**src/rtl/text_console_writer_assert.svh**
```systemverilog
// Assertion macros shared by the console writer modules.
// Each macro expects clk_i and rst_ni to be visible where it is used.
`ifndef TEXT_CONSOLE_WRITER_ASSERT_SVH
`define TEXT_CONSOLE_WRITER_ASSERT_SVH

`define TCW_ASSERT_ALWAYS(label, prop, msg) \
  label: assert property (@(posedge clk_i) disable iff (!rst_ni) (prop)) \
    else $error(msg);

`define TCW_ASSERT_IMPLIES(label, ante, cons, msg) \
  label: assert property (@(posedge clk_i) disable iff (!rst_ni) (ante) |-> (cons)) \
    else $error(msg);

`define TCW_ASSERT_NEXT(label, ante, cons, msg) \
  label: assert property (@(posedge clk_i) disable iff (!rst_ni) (ante) |=> (cons)) \
    else $error(msg);

`endif

```
**src/rtl/tcw_pkg.sv**
```systemverilog
package tcw_pkg;

  localparam int unsigned COLUMNS_DEFAULT = 80;
  localparam int unsigned ROWS_DEFAULT    = 25;

  localparam int unsigned MODE_W    = 2;
  localparam int unsigned CHAR_W    = 8;
  localparam int unsigned IDX_W     = 11;
  localparam int unsigned COLOR_W   = 8;
  localparam int unsigned CELL_W    = 16;
  localparam int unsigned ROW_OUT_W = 5;
  localparam int unsigned COL_OUT_W = 7;

  localparam logic [MODE_W-1:0] MODE_PUT       = 2'd0;
  localparam logic [MODE_W-1:0] MODE_BACKSPACE = 2'd1;
  localparam logic [MODE_W-1:0] MODE_CLEAR     = 2'd2;
  localparam logic [MODE_W-1:0] MODE_READ      = 2'd3;

  localparam logic [CHAR_W-1:0]  NEWLINE_CODE     = 8'd10;
  localparam logic [CHAR_W-1:0]  SPACE_CODE       = 8'h20;
  localparam logic [CELL_W-1:0]  BLANK_CELL       = 16'h0720;
  localparam logic [COLOR_W-1:0] TEXT_COLOR_RESET = 8'd7;

  typedef enum logic [2:0] {
    OP_PUT,
    OP_NEWLINE,
    OP_BACKSPACE,
    OP_CLEAR,
    OP_READ
  } cmd_op_e;

  typedef struct packed {
    logic [MODE_W-1:0] mode;
    logic [CHAR_W-1:0] character;
    logic [IDX_W-1:0]  cell_index;
  } item_t;

  typedef struct packed {
    logic [CELL_W-1:0]    read_value;
    logic [ROW_OUT_W-1:0] cursor_row;
    logic [COL_OUT_W-1:0] cursor_column;
    logic                 scrolled;
  } result_t;

  typedef struct packed {
    cmd_op_e           op;
    logic [CHAR_W-1:0] character;
    logic [IDX_W-1:0]  cell_index;
    logic              index_ok;
  } cmd_t;

endpackage

```
**src/rtl/tcw_front.sv**
```systemverilog
`include "text_console_writer_assert.svh"

module tcw_front #(
  parameter int unsigned COLUMNS = tcw_pkg::COLUMNS_DEFAULT,
  parameter int unsigned ROWS    = tcw_pkg::ROWS_DEFAULT
) (
  input  logic           clk_i,
  input  logic           rst_ni,
  input  logic           in_valid_i,
  output logic           in_stall_o,
  input  tcw_pkg::item_t in_data_i,
  output logic           cmd_valid_o,
  output tcw_pkg::cmd_t  cmd_o,
  input  logic           cmd_pop_i
);
  import tcw_pkg::*;

  localparam int unsigned CELLS  = COLUMNS * ROWS;
  localparam int unsigned AW     = $clog2(CELLS);
  localparam int unsigned CMPW   = ((AW > IDX_W) ? AW : IDX_W) + 1;
  localparam int unsigned QDEPTH = 2;
  localparam int unsigned QPTR_W = $clog2(QDEPTH);
  localparam int unsigned QCNT_W = $clog2(QDEPTH + 1);

  cmd_t              cmd_new;
  cmd_t              entries_q [QDEPTH];
  logic [QPTR_W-1:0] wr_ptr_q, wr_ptr_d;
  logic [QPTR_W-1:0] rd_ptr_q, rd_ptr_d;
  logic [QCNT_W-1:0] count_q, count_d;
  logic              accept;

  always_comb begin
    cmd_new.character  = in_data_i.character;
    cmd_new.cell_index = in_data_i.cell_index;
    cmd_new.index_ok   = CMPW'(in_data_i.cell_index) < CMPW'(CELLS);
    case (in_data_i.mode)
      MODE_PUT: begin
        cmd_new.op = (in_data_i.character == NEWLINE_CODE) ? OP_NEWLINE : OP_PUT;
      end
      MODE_BACKSPACE: cmd_new.op = OP_BACKSPACE;
      MODE_CLEAR:     cmd_new.op = OP_CLEAR;
      MODE_READ:      cmd_new.op = OP_READ;
      default:        cmd_new.op = OP_READ;
    endcase
  end

  assign in_stall_o  = (count_q == QCNT_W'(QDEPTH));
  assign accept      = in_valid_i && !in_stall_o;
  assign cmd_valid_o = (count_q != '0);
  assign cmd_o       = entries_q[rd_ptr_q];

  always_comb begin
    wr_ptr_d = accept ? QPTR_W'(wr_ptr_q + 1'b1) : wr_ptr_q;
    rd_ptr_d = cmd_pop_i ? QPTR_W'(rd_ptr_q + 1'b1) : rd_ptr_q;
    count_d  = count_q;
    if (accept && !cmd_pop_i) begin
      count_d = QCNT_W'(count_q + 1'b1);
    end else if (!accept && cmd_pop_i) begin
      count_d = QCNT_W'(count_q - 1'b1);
    end
  end

  always_ff @(posedge clk_i or negedge rst_ni) begin
    if (!rst_ni) begin
      wr_ptr_q <= '0;
      rd_ptr_q <= '0;
      count_q  <= '0;
    end else begin
      wr_ptr_q <= wr_ptr_d;
      rd_ptr_q <= rd_ptr_d;
      count_q  <= count_d;
    end
  end

  always_ff @(posedge clk_i) begin
    if (accept) begin
      entries_q[wr_ptr_q] <= cmd_new;
    end
  end

  `TCW_ASSERT_ALWAYS(a_queue_bound, count_q <= QCNT_W'(QDEPTH), "Queue count exceeds its depth.")
  `TCW_ASSERT_IMPLIES(a_pop_nonempty, cmd_pop_i, count_q != '0, "Command popped from an empty queue.")

endmodule

```
**config.mk**
```make
export PLATFORM = sky130hd
export DESIGN_NAME = tcw_front
export DESIGN_NICKNAME = d
export VERILOG_FILES = /design/src/rtl/tcw_pkg.sv /design/src/rtl/tcw_front.sv
export VERILOG_INCLUDE_DIRS = /design/src /design/src/rtl
export SDC_FILE = /design/constraint.sdc
export NUM_CORES = 1
export LEC_CHECK = 0
export BUFFER_PORTS_ARGS = -buffer_cell sky130_fd_sc_hd__buf_2
export CAP_MARGIN = 5
export CORE_MARGIN = 8
export CORE_UTILIZATION = 30
export DETAILED_ROUTE_END_ITERATION = 8
export PLACE_DENSITY_LB_ADDON = 0.15
export SYNTH_ARGS = -nofsm -noshare
export SYNTH_HDL_FRONTEND = slang
export SYNTH_SLANG_ARGS = --single-unit
```
**constraint.sdc**
```tcl
create_clock -name clk_i -period 2.2 [get_ports clk_i]
set_input_delay 0.11 -clock clk_i [delete_from_list [all_inputs] [get_ports clk_i]]
set_output_delay 0.11 -clock clk_i [all_outputs]
set_load 0.03 [all_outputs]
```
## After elaboration in Yosys (flattened, before gate mapping)

Memory sizes are Yosys's and may differ from the RTL's.
Index checks and enable logic that the tools add are counted.
Widths: inputs -> output; s select.

- Register bits: 4
- Latch bits: 0
- RAM bits: 46
- ROM bits: 0
- Output and inout port bits: 25
- Memories kept: 1

Memory list:

| memory | words | width | rd ports | clocked after Yosys merged registers in | wr ports | line | source |
|---|---|---|---|---|---|---|---|
| entries_q | 2 | 23 | 1 | 0 | 1 | tcw_front.sv:26 | `cmd_t entries_q [QDEPTH];` |

- Add/subtract/negate cells: 4
- Multiply operators: 0
- Divide/modulo/power cells: 0
- $lt $le $gt $ge: 1
- Equal/unequal tests: 5
- Shift-type cells: 0
- Muxes and demuxes: 6
- Bitwise gates (word level): 0
- Reductions and logical operators: 9

Operator list:

| operator | number |
|---|---|
| $pmux 3 s4 | 1 |
| $lt 11x11->1 const B | 1 |
| $eq 8x4->1 const B | 1 |
| $eq 2x2->1 const B | 3 |
| $mux 2 | 2 |
| $reduce_bool 2->1 | 2 |
| $logic_and 1x1->1 | 3 |
| $logic_not 1->1 | 3 |
| $mux 1 | 3 |
| $add 1x1->1 const B | 2 |
| $add 2x1->2 const B | 1 |
| $eq 2x1->1 const B | 1 |
| $logic_not 2->1 | 1 |
| $sub 2x1->2 const B | 1 |

## Longest topological paths before layout

- Depth in word-level cells: 7
- Mapped depth: 7
- Gate-level depth less buffers: 7

## Least setup slack after synthesis

OpenSTA, ideal clock, no wires.

- Path kind: register -> register
- Start: register count_q[0]
- End: memory entries_q[0][0] (netlist bit) (enable)
- Library setup time: 403 ps
- Arrival time: 1606 ps
- Required time: 1797 ps
- Path slack: 191 ps
- Cell stages (with the launch flop): 4
- Clock period less this slack: 2009 ps
- Cell sequence: dfrtp_1 nand2b_1 nand2_1 nor2_1

- Longest elaborated chain between the ends: 5

Ends and longest elaborated chain:

| what | line | source |
|---|---|---|
| start: declaration | tcw_front.sv:29 | `logic [QCNT_W-1:0] count_q, count_d;` |
| start signal: assignment | tcw_front.sv:71 | `count_q <= count_d;` |
| $eq 2x2->1 | tcw_front.sv:47 | `assign in_stall_o = (count_q == QCNT_W'(QDEPTH));` |
| $logic_not 1->1 | tcw_front.sv:48 | `assign accept = in_valid_i && !in_stall_o;` |
| $logic_and 1x1->1 | tcw_front.sv:48 |  |
| $mux 1 | tcw_front.sv:76 | `if (accept) begin` |
| $mux 1 (not written as such) | tcw_front.sv:77 | `entries_q[wr_ptr_q] <= cmd_new;` |
| end: declaration | tcw_front.sv:26 |  |

Every way passes these cells.

==> results.cfg <==
[logic_synthesis]
ys_warn_count = 0
synth_top_flop_cell = edfxtp_1
ys_ff_latch = 50
synth_top_cell_area_share = 0.672
postSynthAreaPerCell_sq_um = 19.9
synthesis.area_sq_mm = 0.00205
yosys.area.top_type = edfxtp_1
synthCells = 103
synth_cell_type_count = 20
async_reset_ff_frac = 0.0800
yosysSeqAreaShare = 0.721
synth.area.top_cells = edfxtp_1 67%, mux2_4 14%, dfrtp_1 4.9%
synth_edf_count = 46
syn-num-nets = 132

[setup_path]
worstPathRequired_ns = 2.09
cpLargestDelayFamily = buffers and inverters
crit_chain = buf_4, mux2_2, buf_2
worst_path_max_delay_cell = mux2_2
rrSetupSlack_ns = 0.70
path_class = register to output pin
worst-path-max-fanout = 23
worstPathArrival_ns = 1.62
endpoint_kind = output pin
worst-path-buf-inv = 2
cp-start-kind = register
cp_slowest_stage_delay_ns = 0.39

[pwr]
power_frac_clock = 0.178
power.leakage_nw = 1.04
p_sw_mw = 1.19
switching_share = 0.354
intPower_mw = 2.18
cellPowerDensity_mw_per_mm2 = 1330
pwr-share-comb = 0.412
max-vdd-ir-drop_v = 0.000632
seqPwrFrac = 0.410

[detailed_routing]
num_vias = 1038
wirelength_microns = 3700
ant_nets = 0
drtIter0Drc = 54
dr.pass1.iters = 2
route.detailed.drc = 0
viasPerCell = 4.22
wl_per_cell_microns = 15.0

[cts]
clk_latency_ns = 0.29
cts_root_buf = clkbuf_8
postCtsHoldBufs = 3
cts_tree = done
postCtsResizedCells = 0
clock_sinks = 50
cts_buffers = 5
cts_setup_buffers = 0
cts_max_level = 2
cts.clk_slew.worst_paths_ns = 0.08
ctsLongestPathBuffers = 2

[status]
outcome = finished, final reports clean

[timing]
fmax_ghz = 0.579
fin_crit_sh = 0.785
drv_slew = 0
fin_crit_ns = 1.73
setup_viol = 0
fin_skew_ns = 0.00675
hold_viol = 0
tns_ns = 0
rsz0062_at_grt = no
worst_pin_slew_ns = 0.406
relSlewSlack = 0.729
postLayoutSetupSlackWorst_ns = 0.472

[final_layout]
fillCellCount = 623
layout-drive-gt1-share = 0.500
nets = 195
finalNonFillerCells = 246
antenna_cells = 0
area_growth_pct = 23.9
fin_util = 0.379
final_area_sq_mm = 0.00255
layout_commonest_cell = buf_2
final_cell_mix = 49 x buf_2, 46 x edfxtp_1, 19 x mux2_4

[flow_run]
maxCapViolCount = 0

[floorplanning]
io_pins = 50
row_count = 30
core_area_sq_mm = 0.00672
die-area_sq_mm = 0.00975
initial_core_util = 0.306
die_x_microns = 98.8
fp.dieH_microns = 98.8

[global_routing]
antenna_found_initial = 0
grt_pass1_vias = 1195
grt_max_degree = 24
grt_pass1_wl_microns = 5950
globalRouteTotalUtil = 0.0801
overflow = 0

[placed_design]
io_buffers = 49
post_dp_cell_area_sq_mm = 0.00237
place_worst_setup_slack_ns = 0.719
gp_congestion = 0.707
dpl.hpwl_microns = 2650
dp.cells = 232

[worst_hold_path]
hold_path.class = input pin to register
## metrics by stage
stage / power (mW) / hold WS, ns
floorplan: 2.54 / -0.186
global placement: 2.79 / -0.0816
detailed placement: 2.83 / -0.0758
CTS: 3.44 / 0.000190
global route: 3.56 / 0.00440
finish: 3.38 / 0.00852
## power by group through the flow
stage | registers, mW | logic (mW) | clock network [mW]
after detailed placement | 1.41 | 1.42 | 0
after global routing | 1.41 | 1.50 | 0.660
after global placement | 1.39 | 1.40 | 0
final | 1.38 | 1.39 | 0.601
after floorplan | 1.39 | 1.15 | 0
after CTS | 1.39 | 1.43 | 0.624
## final cells by class
type / instances / area, sq um / area share
tap: 80 / 100 / 0.0393
clock buffer: 5 / 68.8 / 0.0270
clock inverter: 2 / 33.8 / 0.0133
sequential: 50 / 1480 / 0.582
timing repair buffer: 59 / 338 / 0.133
multi-input combinational: 44 / 502 / 0.197
inverter: 6 / 22.5 / 0.00885
## cell families (layout without fill, tap and decap cells)
group / count (synthesis) / count (layout) / synth area share
buffers and inverters: 9 / 72 / 0.0359
adders and majority gates: 4 / 4 / 0.0244
AOI/OAI and AO/OA: 2 / 2 / 0.00670
muxes: 23 / 23 / 0.161
and+or+nand+nor: 10 / 10 / 0.0298
xor gates and xnor gates: 5 / 5 / 0.0213
DFF: 50 / 50 / 0.721
## cell usage after synthesis, types with 2 or more instances
cell type,n
edfxtp_1,46
mux2_4,19
inv_1,6
dfrtp_1,4
ha_1,4
mux2_2,4
xor2_1,3
and3_1,2
buf_12,2
nor2_1,2
xnor2_1,2
## final timing paths
check	endpoint	cells after the start	start
max	cmd_o[0]	3	rd_ptr_q
min	rd_ptr_q	2	cmd_pop_i
max reg2reg	count_q[1]	7	count_q[0]
min reg2reg	rd_ptr_q	1	rd_ptr_q
max in group asynchronous	wr_ptr_q	2	rst_ni
min in group asynchronous	count_q[0]	2	rst_ni
## per-layer routing
layer,up-vias,wire (microns),global-route usage
met5,-,0,0
met4,0,52,0.0319
met3,5,187,0.0338
met2,22,2080,0.147
met1,503,1380,0.0772
li1,508,-,-
## registers in the layout (all words and copies together) (netlist names)
signal,count
entries_q,46
count_q,2
rd_ptr_q,1
wr_ptr_q,1
(Power assumes the default switching activity.)
